**config.mk**
```make
export PLATFORM = sky130hd
export DESIGN_NAME = checkpoint_index_table_unit
export DESIGN_NICKNAME = d
export VERILOG_FILES = /design/src/rtl/ckpt_pkg.sv /design/src/rtl/ckpt_rem.sv /design/src/rtl/ckpt_mem.sv /design/src/rtl/checkpoint_index_table_unit.sv
export SDC_FILE = /design/constraint.sdc
export NUM_CORES = 2
export LEC_CHECK = 0
export BUFFER_PORTS_ARGS = -buffer_cell sky130_fd_sc_hd__buf_2
export CORE_MARGIN = 4
export CORE_UTILIZATION = 50
export CTS_BUF_LIST = sky130_fd_sc_hd__clkbuf_8
export CTS_CLUSTER_DIAMETER = 30
export CTS_CLUSTER_SIZE = 10
export DETAILED_ROUTE_END_ITERATION = 10
export MAX_ROUTING_LAYER = met4
export PLACE_DENSITY_LB_ADDON = 0.05
export SLEW_MARGIN = 0
export SYNTH_ARGS = -nofsm -noshare
export SYNTH_HDL_FRONTEND = slang
export SYNTH_SLANG_ARGS = --single-unit
```
**constraint.sdc**
```tcl
create_clock -name clk -period 11.9 [get_ports clk]
set_clock_uncertainty 0.2 [all_clocks]
set_input_delay 2.38 -clock clk [delete_from_list [all_inputs] [get_ports clk]]
set_output_delay 2.38 -clock clk [all_outputs]
set_load 0.005 [all_outputs]
```
**src/rtl/ckpt_pkg.sv**
```systemverilog
// Shared record type, operation and status codes, limits for the checkpoint index table.
package ckpt_pkg;

    typedef struct packed {
        logic        side;
        logic [31:0] lag;
        logic [30:0] size;
        logic [31:0] frame;
    } rec_t;

    localparam logic [2:0] MODE_CAPTURE = 3'd0;
    localparam logic [2:0] MODE_INVAL   = 3'd1;
    localparam logic [2:0] MODE_FIND    = 3'd2;
    localparam logic [2:0] MODE_CLEAR   = 3'd3;
    localparam logic [2:0] MODE_TRIM    = 3'd4;
    localparam logic [2:0] MODE_READ    = 3'd5;

    localparam logic [2:0] ST_STORED    = 3'd0;
    localparam logic [2:0] ST_NOT_DUE   = 3'd1;
    localparam logic [2:0] ST_DUPLICATE = 3'd2;
    localparam logic [2:0] ST_TOO_LARGE = 3'd3;
    localparam logic [2:0] ST_DONE      = 3'd4;
    localparam logic [2:0] ST_FOUND     = 3'd5;
    localparam logic [2:0] ST_NONE      = 3'd6;
    localparam logic [2:0] ST_BAD_SLOT  = 3'd7;

    localparam int         CFG_ADDR_W   = 2;
    localparam logic [1:0] REG_BUDGET   = 2'd0;
    localparam logic [1:0] REG_INTERVAL = 2'd1;

    localparam logic [30:0] BUDGET_MAX   = 31'd1073741824;
    localparam logic [11:0] INTERVAL_MAX = 12'd3600;

endpackage

```
**src/rtl/ckpt_rem.sv**
```systemverilog
// Bit-serial remainder unit: frame modulo capture interval, one bit per cycle.
module ckpt_rem
(
    input  logic        clk,
    input  logic        rst_n,
    input  logic        start,
    input  logic [31:0] dividend,
    input  logic [11:0] divisor,
    output logic        busy,
    output logic        done,
    output logic [11:0] rem
);

    logic [5:0]  cnt_reg;
    logic [31:0] quo_reg;
    logic [11:0] rem_reg;
    logic [11:0] div_reg;
    logic        busy_reg;
    logic        done_reg;
    logic [12:0] trial;

    // shift in the next dividend bit
    assign trial = {rem_reg, quo_reg[31]};

    always_ff @(posedge clk or negedge rst_n)
    begin
        if (!rst_n)
        begin
            cnt_reg  <= '0;
            quo_reg  <= '0;
            rem_reg  <= '0;
            div_reg  <= '0;
            busy_reg <= 1'b0;
            done_reg <= 1'b0;
        end
        else
        begin
            done_reg <= 1'b0;
            if (start)
            begin
                quo_reg  <= dividend;
                div_reg  <= divisor;
                rem_reg  <= '0;
                cnt_reg  <= '0;
                busy_reg <= 1'b1;
            end
            else if (busy_reg)
            begin
                if (trial >= {1'b0, div_reg})
                begin
                    rem_reg <= 12'(trial - {1'b0, div_reg});
                end
                else
                begin
                    rem_reg <= trial[11:0];
                end
                quo_reg <= {quo_reg[30:0], 1'b0};
                cnt_reg <= cnt_reg + 6'd1;
                if (cnt_reg == 6'd31)
                begin
                    busy_reg <= 1'b0;
                    done_reg <= 1'b1;
                end
            end
        end
    end

    assign busy = busy_reg;
    assign done = done_reg;
    assign rem  = rem_reg;

endmodule

```
**src/rtl/ckpt_mem.sv**
```systemverilog
// Record store: one write port, one read port, registered read data.
module ckpt_mem #(
    parameter int SLOTS = 16,
    parameter int IW    = 4
)
(
    input  logic              clk,
    input  logic              we,
    input  logic [IW-1:0]     waddr,
    input  ckpt_pkg::rec_t    wdata,
    input  logic [IW-1:0]     raddr,
    output ckpt_pkg::rec_t    rdata
);

    ckpt_pkg::rec_t mem [SLOTS];
    ckpt_pkg::rec_t rdata_reg;

    always_ff @(posedge clk)
    begin
        if (we)
        begin
            mem[waddr] <= wdata;
        end
        rdata_reg <= mem[raddr];
    end

    assign rdata = rdata_reg;

endmodule

```
**src/rtl/checkpoint_index_table_unit.sv**
```systemverilog
// Checkpoint index table: sequencer, ring-ordered record store and remainder unit.
// Steps per mode: clear, unused modes, bad slot and a capture gated off before the remainder
//   check go straight to the result; read slot waits on the registered read; find and invalidate
//   walk the held records; trim drops the oldest record while the bytes held exceed the budget.
// Capture: remainder unit first, ending there off the interval; then one pass over the store at
//   one record a cycle to check duplicates, then a size check, evictions and the store of the record.
// Throughput: one item at a time; s_tready rises once the result is registered.
// Reset: table empty, budget 0, interval 1; store contents stay undefined, never read.
module checkpoint_index_table_unit #(
    parameter int SLOTS = 16
)
(
    input  logic          clk,
    input  logic          rst_n,
    input  logic          s_tvalid,
    output logic          s_tready,
    // frame[31:0], busy_frame[32], snapshot_size[63:33], lag_total[95:64],
    // side[96], slot_index[100:97], zero pad[103:101]
    input  logic [103:0]  s_tdata,
    // mode[2:0]
    input  logic [2:0]    s_tuser,
    output logic          m_tvalid,
    input  logic          m_tready,
    // hit_frame[31:0], hit_size[62:32], hit_lag[94:63], hit_side[95], hit_slot[99:96],
    // entry_count[104:100], bytes_used[135:105]
    output logic [135:0]  m_tdata,
    // status[2:0]
    output logic [2:0]    m_tuser,
    input  logic          cfg_we,
    input  logic [ckpt_pkg::CFG_ADDR_W-1:0] cfg_addr,
    input  logic [30:0]   cfg_data
);

    localparam int IW = (SLOTS > 1) ? $clog2(SLOTS) : 1;
    localparam int CW = $clog2(SLOTS + 1);

    typedef enum logic [2:0] {
        S_IDLE, S_DIV, S_SCAN, S_EVICT, S_EVSUB, S_TRIM, S_RDWAIT, S_FIN
    } state_t;

    state_t         state_reg;
    logic [30:0]    budget_reg;
    logic [11:0]    interval_reg;
    logic [IW-1:0]  head_reg;
    logic [CW-1:0]  count_reg;
    logic [30:0]    bytes_reg;

    logic [2:0]     req_mode_reg;
    ckpt_pkg::rec_t req_rec_reg;

    logic [CW-1:0]  rd_i_reg;
    logic [CW-1:0]  k_reg;
    logic           dv_reg;
    logic [CW-1:0]  di_reg;
    logic           found_reg;
    logic           dup_reg;
    ckpt_pkg::rec_t best_reg;
    logic [3:0]     best_slot_reg;
    logic [2:0]     status_reg;
    logic           evict_trim_reg;

    logic           m_tvalid_reg;
    ckpt_pkg::rec_t out_hit_reg;
    logic [3:0]     out_slot_reg;
    logic [4:0]     out_count_reg;
    logic [30:0]    out_bytes_reg;
    logic [2:0]     out_status_reg;

    // unpacked input fields
    logic [31:0]    in_frame;
    logic           in_busy;
    logic [30:0]    in_size;
    logic [31:0]    in_lag;
    logic           in_side;
    logic [3:0]     in_slot;

    assign in_frame = s_tdata[31:0];
    assign in_busy  = s_tdata[32];
    assign in_size  = s_tdata[63:33];
    assign in_lag   = s_tdata[95:64];
    assign in_side  = s_tdata[96];
    assign in_slot  = s_tdata[100:97];

    // position in the ring, wrapping once past the last slot
    function automatic logic [IW-1:0] wadd(input logic [IW-1:0] a, input logic [IW-1:0] b);
        logic [IW:0] s;
        s = {1'b0, a} + {1'b0, b};
        if (s >= (IW+1)'(SLOTS))
        begin
            s = s - (IW+1)'(SLOTS);
        end
        return s[IW-1:0];
    endfunction

    function automatic logic [IW-1:0] cidx(input logic [CW-1:0] c);
        logic [31:0] e;
        e = 32'(c);
        return e[IW-1:0];
    endfunction

    function automatic logic [3:0] cslot(input logic [CW-1:0] c);
        logic [31:0] e;
        e = 32'(c);
        return e[3:0];
    endfunction

    logic [31:0] slot_ext;
    logic [31:0] count_ext;
    assign slot_ext  = 32'(in_slot);
    assign count_ext = 32'(count_reg);

    // store and remainder unit
    logic           mem_we;
    logic [IW-1:0]  mem_waddr;
    ckpt_pkg::rec_t mem_wdata;
    logic [IW-1:0]  mem_raddr;
    ckpt_pkg::rec_t mem_rdata;

    logic           rem_start;
    logic           rem_busy;
    logic           rem_done;
    logic [11:0]    rem_val;

    ckpt_mem #(.SLOTS(SLOTS), .IW(IW)) u_mem
    (
        .clk   (clk),
        .we    (mem_we),
        .waddr (mem_waddr),
        .wdata (mem_wdata),
        .raddr (mem_raddr),
        .rdata (mem_rdata)
    );

    ckpt_rem u_rem
    (
        .clk      (clk),
        .rst_n    (rst_n),
        .start    (rem_start),
        .dividend (in_frame),
        .divisor  (interval_reg),
        .busy     (rem_busy),
        .done     (rem_done),
        .rem      (rem_val)
    );

    logic accept;
    assign s_tready = (state_reg == S_IDLE);
    assign accept   = s_tvalid && s_tready;

    // capture gate checked before the remainder unit is started
    assign rem_start = accept && (s_tuser == ckpt_pkg::MODE_CAPTURE) && (in_frame != 32'd0)
                       && !in_busy && (budget_reg != 31'd0);

    // eviction conditions: capture makes room, trim obeys the budget
    logic [31:0] bytes_plus;
    logic        ev_cond;
    logic        tr_cond;
    logic        keep;
    logic        scan_end;

    assign bytes_plus = {1'b0, bytes_reg} + {1'b0, req_rec_reg.size};
    assign ev_cond    = (count_reg != '0) &&
                        ((count_ext >= 32'(SLOTS)) || (bytes_plus > {1'b0, budget_reg}));
    assign tr_cond    = (count_reg != '0) && (bytes_reg > budget_reg);
    assign keep       = (mem_rdata.frame <= req_rec_reg.frame);
    assign scan_end   = (rd_i_reg == count_reg) && !dv_reg;

    // read address: slot read at accept, ring walk during a scan, oldest record otherwise
    always_comb
    begin
        mem_raddr = head_reg;
        if (state_reg == S_IDLE)
        begin
            mem_raddr = wadd(head_reg, slot_ext[IW-1:0]);
        end
        else if (state_reg == S_SCAN)
        begin
            mem_raddr = wadd(head_reg, cidx(rd_i_reg));
        end
    end

    // write: compaction during invalidate, append at the tail on capture
    always_comb
    begin
        mem_we    = 1'b0;
        mem_waddr = wadd(head_reg, cidx(k_reg));
        mem_wdata = mem_rdata;
        if ((state_reg == S_SCAN) && dv_reg && (req_mode_reg == ckpt_pkg::MODE_INVAL) && keep)
        begin
            mem_we = 1'b1;
        end
        else if ((state_reg == S_EVICT) && !ev_cond)
        begin
            mem_we    = 1'b1;
            mem_waddr = wadd(head_reg, cidx(count_reg));
            mem_wdata = req_rec_reg;
        end
    end

    // configuration: out-of-range values are dropped; interval uses the low 12 bits only
    always_ff @(posedge clk or negedge rst_n)
    begin
        if (!rst_n)
        begin
            budget_reg   <= '0;
            interval_reg <= 12'd1;
        end
        else if (cfg_we)
        begin
            if ((cfg_addr == ckpt_pkg::REG_BUDGET) && (cfg_data <= ckpt_pkg::BUDGET_MAX))
            begin
                budget_reg <= cfg_data;
            end
            else if ((cfg_addr == ckpt_pkg::REG_INTERVAL) && (cfg_data[11:0] != 12'd0)
                     && (cfg_data[11:0] <= ckpt_pkg::INTERVAL_MAX))
            begin
                interval_reg <= cfg_data[11:0];
            end
        end
    end

    // sequencer
    always_ff @(posedge clk or negedge rst_n)
    begin
        if (!rst_n)
        begin
            state_reg      <= S_IDLE;
            head_reg       <= '0;
            count_reg      <= '0;
            bytes_reg      <= '0;
            req_mode_reg   <= '0;
            req_rec_reg    <= '0;
            rd_i_reg       <= '0;
            k_reg          <= '0;
            dv_reg         <= 1'b0;
            di_reg         <= '0;
            found_reg      <= 1'b0;
            dup_reg        <= 1'b0;
            best_reg       <= '0;
            best_slot_reg  <= '0;
            status_reg     <= '0;
            evict_trim_reg <= 1'b0;
            m_tvalid_reg   <= 1'b0;
            out_hit_reg    <= '0;
            out_slot_reg   <= '0;
            out_count_reg  <= '0;
            out_bytes_reg  <= '0;
            out_status_reg <= '0;
        end
        else
        begin
            // drop the result once taken, unless a new one is loaded this cycle
            if (m_tvalid_reg && m_tready && (state_reg != S_FIN))
            begin
                m_tvalid_reg <= 1'b0;
            end
            unique case (state_reg)
                S_IDLE:
                begin
                    if (accept)
                    begin
                        req_mode_reg <= s_tuser;
                        req_rec_reg  <= '{side: in_side, lag: in_lag, size: in_size,
                                          frame: in_frame};
                        rd_i_reg     <= '0;
                        k_reg        <= '0;
                        dv_reg       <= 1'b0;
                        found_reg    <= 1'b0;
                        dup_reg      <= 1'b0;
                        case (s_tuser)
                            ckpt_pkg::MODE_CAPTURE:
                            begin
                                status_reg <= ckpt_pkg::ST_NOT_DUE;
                                state_reg  <= rem_start ? S_DIV : S_FIN;
                            end
                            ckpt_pkg::MODE_INVAL, ckpt_pkg::MODE_FIND:
                            begin
                                status_reg <= ckpt_pkg::ST_DONE;
                                state_reg  <= S_SCAN;
                            end
                            ckpt_pkg::MODE_CLEAR:
                            begin
                                count_reg  <= '0;
                                bytes_reg  <= '0;
                                head_reg   <= '0;
                                status_reg <= ckpt_pkg::ST_DONE;
                                state_reg  <= S_FIN;
                            end
                            ckpt_pkg::MODE_TRIM:
                            begin
                                evict_trim_reg <= 1'b1;
                                status_reg     <= ckpt_pkg::ST_DONE;
                                state_reg      <= S_TRIM;
                            end
                            ckpt_pkg::MODE_READ:
                            begin
                                best_slot_reg <= in_slot;
                                if (slot_ext < count_ext)
                                begin
                                    status_reg <= ckpt_pkg::ST_DONE;
                                    state_reg  <= S_RDWAIT;
                                end
                                else
                                begin
                                    status_reg <= ckpt_pkg::ST_BAD_SLOT;
                                    state_reg  <= S_FIN;
                                end
                            end
                            default:
                            begin
                                status_reg <= ckpt_pkg::ST_DONE;
                                state_reg  <= S_FIN;
                            end
                        endcase
                    end
                end
                S_DIV:
                begin
                    if (rem_done)
                    begin
                        state_reg <= (rem_val == 12'd0) ? S_SCAN : S_FIN;
                    end
                end
                S_SCAN:
                begin
                    // issue one read a cycle; data returns from the registered read port in the next cycle
                    if (rd_i_reg != count_reg)
                    begin
                        rd_i_reg <= rd_i_reg + CW'(1);
                        dv_reg   <= 1'b1;
                        di_reg   <= rd_i_reg;
                    end
                    else
                    begin
                        dv_reg <= 1'b0;
                    end
                    if (dv_reg)
                    begin
                        case (req_mode_reg)
                            ckpt_pkg::MODE_CAPTURE:
                            begin
                                if (mem_rdata.frame == req_rec_reg.frame)
                                begin
                                    dup_reg <= 1'b1;
                                end
                            end
                            ckpt_pkg::MODE_FIND:
                            begin
                                if (keep && (!found_reg || (mem_rdata.frame >= best_reg.frame)))
                                begin
                                    found_reg     <= 1'b1;
                                    best_reg      <= mem_rdata;
                                    best_slot_reg <= cslot(di_reg);
                                end
                            end
                            default:
                            begin
                                // invalidate: keep older records packed toward the head
                                if (keep)
                                begin
                                    k_reg <= k_reg + CW'(1);
                                end
                                else
                                begin
                                    bytes_reg <= bytes_reg - mem_rdata.size;
                                end
                            end
                        endcase
                    end
                    if (scan_end)
                    begin
                        case (req_mode_reg)
                            ckpt_pkg::MODE_CAPTURE:
                            begin
                                if (dup_reg)
                                begin
                                    status_reg <= ckpt_pkg::ST_DUPLICATE;
                                    state_reg  <= S_FIN;
                                end
                                else if (req_rec_reg.size > budget_reg)
                                begin
                                    status_reg <= ckpt_pkg::ST_TOO_LARGE;
                                    state_reg  <= S_FIN;
                                end
                                else
                                begin
                                    evict_trim_reg <= 1'b0;
                                    state_reg      <= S_EVICT;
                                end
                            end
                            ckpt_pkg::MODE_FIND:
                            begin
                                status_reg <= found_reg ? ckpt_pkg::ST_FOUND : ckpt_pkg::ST_NONE;
                                state_reg  <= S_FIN;
                            end
                            default:
                            begin
                                count_reg  <= k_reg;
                                status_reg <= ckpt_pkg::ST_DONE;
                                state_reg  <= S_FIN;
                            end
                        endcase
                    end
                end
                S_EVICT:
                begin
                    if (ev_cond)
                    begin
                        state_reg <= S_EVSUB;
                    end
                    else
                    begin
                        count_reg  <= count_reg + CW'(1);
                        bytes_reg  <= bytes_reg + req_rec_reg.size;
                        status_reg <= ckpt_pkg::ST_STORED;
                        state_reg  <= S_FIN;
                    end
                end
                S_EVSUB:
                begin
                    // drop the oldest record; its size is on the read port now
                    bytes_reg <= bytes_reg - mem_rdata.size;
                    count_reg <= count_reg - CW'(1);
                    head_reg  <= wadd(head_reg, IW'(1));
                    state_reg <= evict_trim_reg ? S_TRIM : S_EVICT;
                end
                S_TRIM:
                begin
                    state_reg <= tr_cond ? S_EVSUB : S_FIN;
                end
                S_RDWAIT:
                begin
                    best_reg   <= mem_rdata;
                    status_reg <= ckpt_pkg::ST_FOUND;
                    state_reg  <= S_FIN;
                end
                S_FIN:
                begin
                    // hold the result until the output register is free
                    if (!m_tvalid_reg || m_tready)
                    begin
                        m_tvalid_reg   <= 1'b1;
                        out_status_reg <= status_reg;
                        out_count_reg  <= count_ext[4:0];
                        out_bytes_reg  <= bytes_reg;
                        if (status_reg == ckpt_pkg::ST_FOUND)
                        begin
                            out_hit_reg  <= best_reg;
                            out_slot_reg <= best_slot_reg;
                        end
                        else
                        begin
                            out_hit_reg  <= '0;
                            out_slot_reg <= '0;
                        end
                        state_reg <= S_IDLE;
                    end
                end
                default:
                begin
                    state_reg <= S_IDLE;
                end
            endcase
        end
    end

    assign m_tvalid = m_tvalid_reg;
    assign m_tuser  = out_status_reg;
    assign m_tdata  = {out_bytes_reg, out_count_reg, out_slot_reg, out_hit_reg.side,
                       out_hit_reg.lag, out_hit_reg.size, out_hit_reg.frame};

    a_count_bound: assert property (@(posedge clk) disable iff (!rst_n)
        count_ext <= 32'(SLOTS))
        else $error("record count above slot limit");

    a_bytes_bound: assert property (@(posedge clk) disable iff (!rst_n)
        bytes_reg <= ckpt_pkg::BUDGET_MAX)
        else $error("held bytes above budget ceiling");

    a_empty_no_bytes: assert property (@(posedge clk) disable iff (!rst_n)
        (count_reg == '0) |-> (bytes_reg == '0))
        else $error("empty table holds bytes");

    a_rem_idle: assert property (@(posedge clk) disable iff (!rst_n)
        rem_busy |-> (state_reg == S_DIV))
        else $error("remainder unit busy outside capture check");

endmodule
```
==> impl_metrics.json <==
{
  "status": "finished, final reports clean",
  "clkLatencyLatePin_ns": 1.08,
  "portBuffers": 282,
  "syn2layout_area_growth_pct": 15.7,
  "hp-start": "m_tdata[59]$_DFFE_PN0P_",
  "htreeDepth": 5,
  "grtUsageTotal": 0.252,
  "critPathMaxFanout": 43,
  "final_cell_mix": "edfxtp_1, dfrtp_1, clkbuf_8, nand2_1, mux4_2",
  "layout.nets": 6577,
  "hold_class": "reg2reg",
  "relSlewSlack": 0.142,
  "async_reset_ff_frac": 0.238,
  "fin_crit_ns": 8.44,
  "cts_inserted_buffers": 447,
  "setup_viol": 0,
  "start_util": 0.505,
  "yosysWarnings": 0,
  "route.detailed.drc": 0,
  "power_density_nw_per_um2": 315,
  "vdd_ir_drop_max_v": 0.000347,
  "cp-start-kind": "flop",
  "end_kind": "flop",
  "crit_start": "req_rec_reg[32]$_DFFE_PN0P_",
  "hpwl_um": 130000,
  "postCtsSetupBuffers": 0,
  "routedWlPerCell_um": 25.6,
  "top_register": "u_mem.mem",
  "hold_viol_final": 0,
  "synth-edff-count": 1536,
  "first_iter_violations": 3680,
  "cts.hold.buffers_added": 0,
  "avgSynthCellArea_um2": 16.1,
  "cts_root_buf": "clkbuf_8",
  "grt_pass1_wl_um": 341000,
  "synthesis.instances": 5637,
  "overflow": 0,
  "worst_pin_slew_ns": 1.27,
  "final_common_cell": "edfxtp_1",
  "final_core_util": 0.584,
  "grt_max_degree": 161,
  "ctsResizeCount": 0,
  "cts_tree": "done",
  "drtPass1Iterations": 5,
  "rsz0062_at_grt": "false",
  "ys_seq_area_frac": 0.672,
  "cp_data_arrival_time_ns": 8.90,
  "die_w_um": 433,
  "syn_area_um2": 90500,
  "antenna_left": 0,
  "clkTransAtPathRegs_ns": 0.06,
  "setup_tns_ns": 0,
  "via_per_inst": 5.80,
  "layout-drive-gt1-share": 0.280,
  "ios": 286,
  "routabilityCongestion": 0.883,
  "route.vias.total": 51700,
  "syn-num-nets": 6043,
  "rr_startpoint": "req_rec_reg[32]$_DFFE_PN0P_",
  "max-cap-violations": 0,
  "fmax_ghz": 0.118,
  "cts_buffer_depth": 4,
  "antenna_found_initial": 8,
  "largest_reg_flops": 1536,
  "critPathKind": "reg2reg",
  "synthFlopType": "edfxtp_1",
  "drt_wl_total_um": 228000,
  "slew_viol_final": 0,
  "clkSinkCount": 2142,
  "die_h_um": 433,
  "row_count": 155,
  "core-area_um2": 179000,
  "netlist-cell-type-count": 78,
  "finalCritPeriodShare": 0.709,
  "die_area_um2": 188000,
  "power_leakage_nw": 39.5,
  "cp.required_ns": 12.36,
  "ys_ff_latch": 2142,
  "grt_pass1_vias": 53100
}
synthesized netlist by cell type (9+ instances only):
master,count,area (um^2)
buf_2,42,210
nand2b_1,15,93.8
nor2_1,199,747
nand3_1,38,190
a31oi_1,18,113
nor4_1,39,244
a211oi_1,109,818
mux2_2,346,3900
o31ai_1,24,180
o41ai_1,9,78.8
and3_1,11,68.8
buf_1,34,128
o21a_1,24,180
ha_1,253,3170
a21o_1,63,473
inv_1,152,571
nand2_1,390,1460
o211ai_1,13,97.6
o21ai_0,252,1260
or3_1,12,75.1
edfxtp_1,1536,46100
nand3b_1,9,67.6
o21bai_1,10,75.1
clkbuf_1,192,721
nor3_1,49,245
mux4_2,384,8650
nor2b_1,119,744
nand4_1,44,275
dfxtp_1,96,1920
xor2_1,44,385
mux2i_1,142,1420
a21oi_1,275,1380
xnor2_1,55,482
a21boi_0,11,82.6
dfrtp_1,509,12700
report_power, final:
part	internal (mW)	leakage, nW	switching, mW
Clock	5.00	5.28	3.34
Combinational	5.41	13.2	7.34
Sequential	10.8	21.0	1.11
Total	21.2	39.5	11.8
cell type report:
class	count	area [um^2]
multi-input cells	3073	28200
inverters	154	578
clock inverters	332	3100
clock buffers	490	6740
repair buffers	353	2240
well taps	2355	2950
diodes	15	37.5
fillers	14000	74500
flip-flops and latches	2142	60800
routing by layer:
| metal | track usage | vias to the layer above | routed length (um) |
|---|---|---|---|
| met3 | 0.0425 | 411 | 13000 |
| met2 | 0.387 | 1468 | 107000 |
| met4 | 0.0803 | 0 | 6350 |
| li1 | - | 23100 | - |
| met1 | 0.347 | 26700 | 102000 |
| met5 | - | - | 0 |
through the flow:
step	hold slack (ns)	std cells	power, mW	instance area [um^2]	worst slack, ns
floorplan	0.245	5637	21.0	90500	2.85
global placement	0.256	8077	24.7	94800	3.49
detailed placement	0.265	8077	24.9	94800	3.46
CTS	0.279	8899	33.3	105000	3.45
global route	0.297	8909	35.1	105000	2.77
finish	0.274	8914	33.0	105000	3.46
kinds of logic after synthesis:
group	Yosys count	share of synthesized area
AOI/OAI and AO/OA	874	0.0587
and+or+nand+nor	967	0.0506
xor gates and xnor gates	99	0.00958
buffers and inverters	422	0.0181
DFF	2142	0.672
adders and majority gates	261	0.0368
muxes	872	0.154
worst max-delay path: stages (launching register included):
cell and delay, ns:
dfrtp_1 0.42, ha_1 0.20, inv_1 0.06, fa_1 0.40
nor2b_1 0.13, o21a_1 0.16, o21ai_0 0.12, a21boi_0 0.38
o21bai_1 0.16, a21oi_1 0.31, o21ai_0 0.20, nand2_1 0.15
o221ai_1 0.15, xnor2_1 0.16, ha_1 0.32, and4_1 0.22
nand4_1 0.13, nor4_1 0.65, nand2_1 0.10, o211ai_1 0.28
o21ai_0 0.51, nor4_1 0.62, a31oi_1 0.27, nor2_4 0.89
buf_4 0.84
path summary, 6_finish.rpt:
path	slack [ns]	endpoint	cells after the start
setup reg to reg	3.46	u_mem.mem[12][75]$_DFFE_PP_	24
setup / recovery	3.46	u_mem.mem[12][75]$_DFFE_PP_	24
max in group asynchronous	8.23	req_rec_reg[87]$_DFFE_PN0P_	3
hold / removal	0.27	m_tdata[59]$_DFFE_PN0P_	2
hold reg to reg	0.27	m_tdata[59]$_DFFE_PN0P_	2
min in group asynchronous	1.19	u_rem.quo_reg[23]$_DFFE_PN0P_	1
No activity file was read; power rests on OpenSTA's default activity.
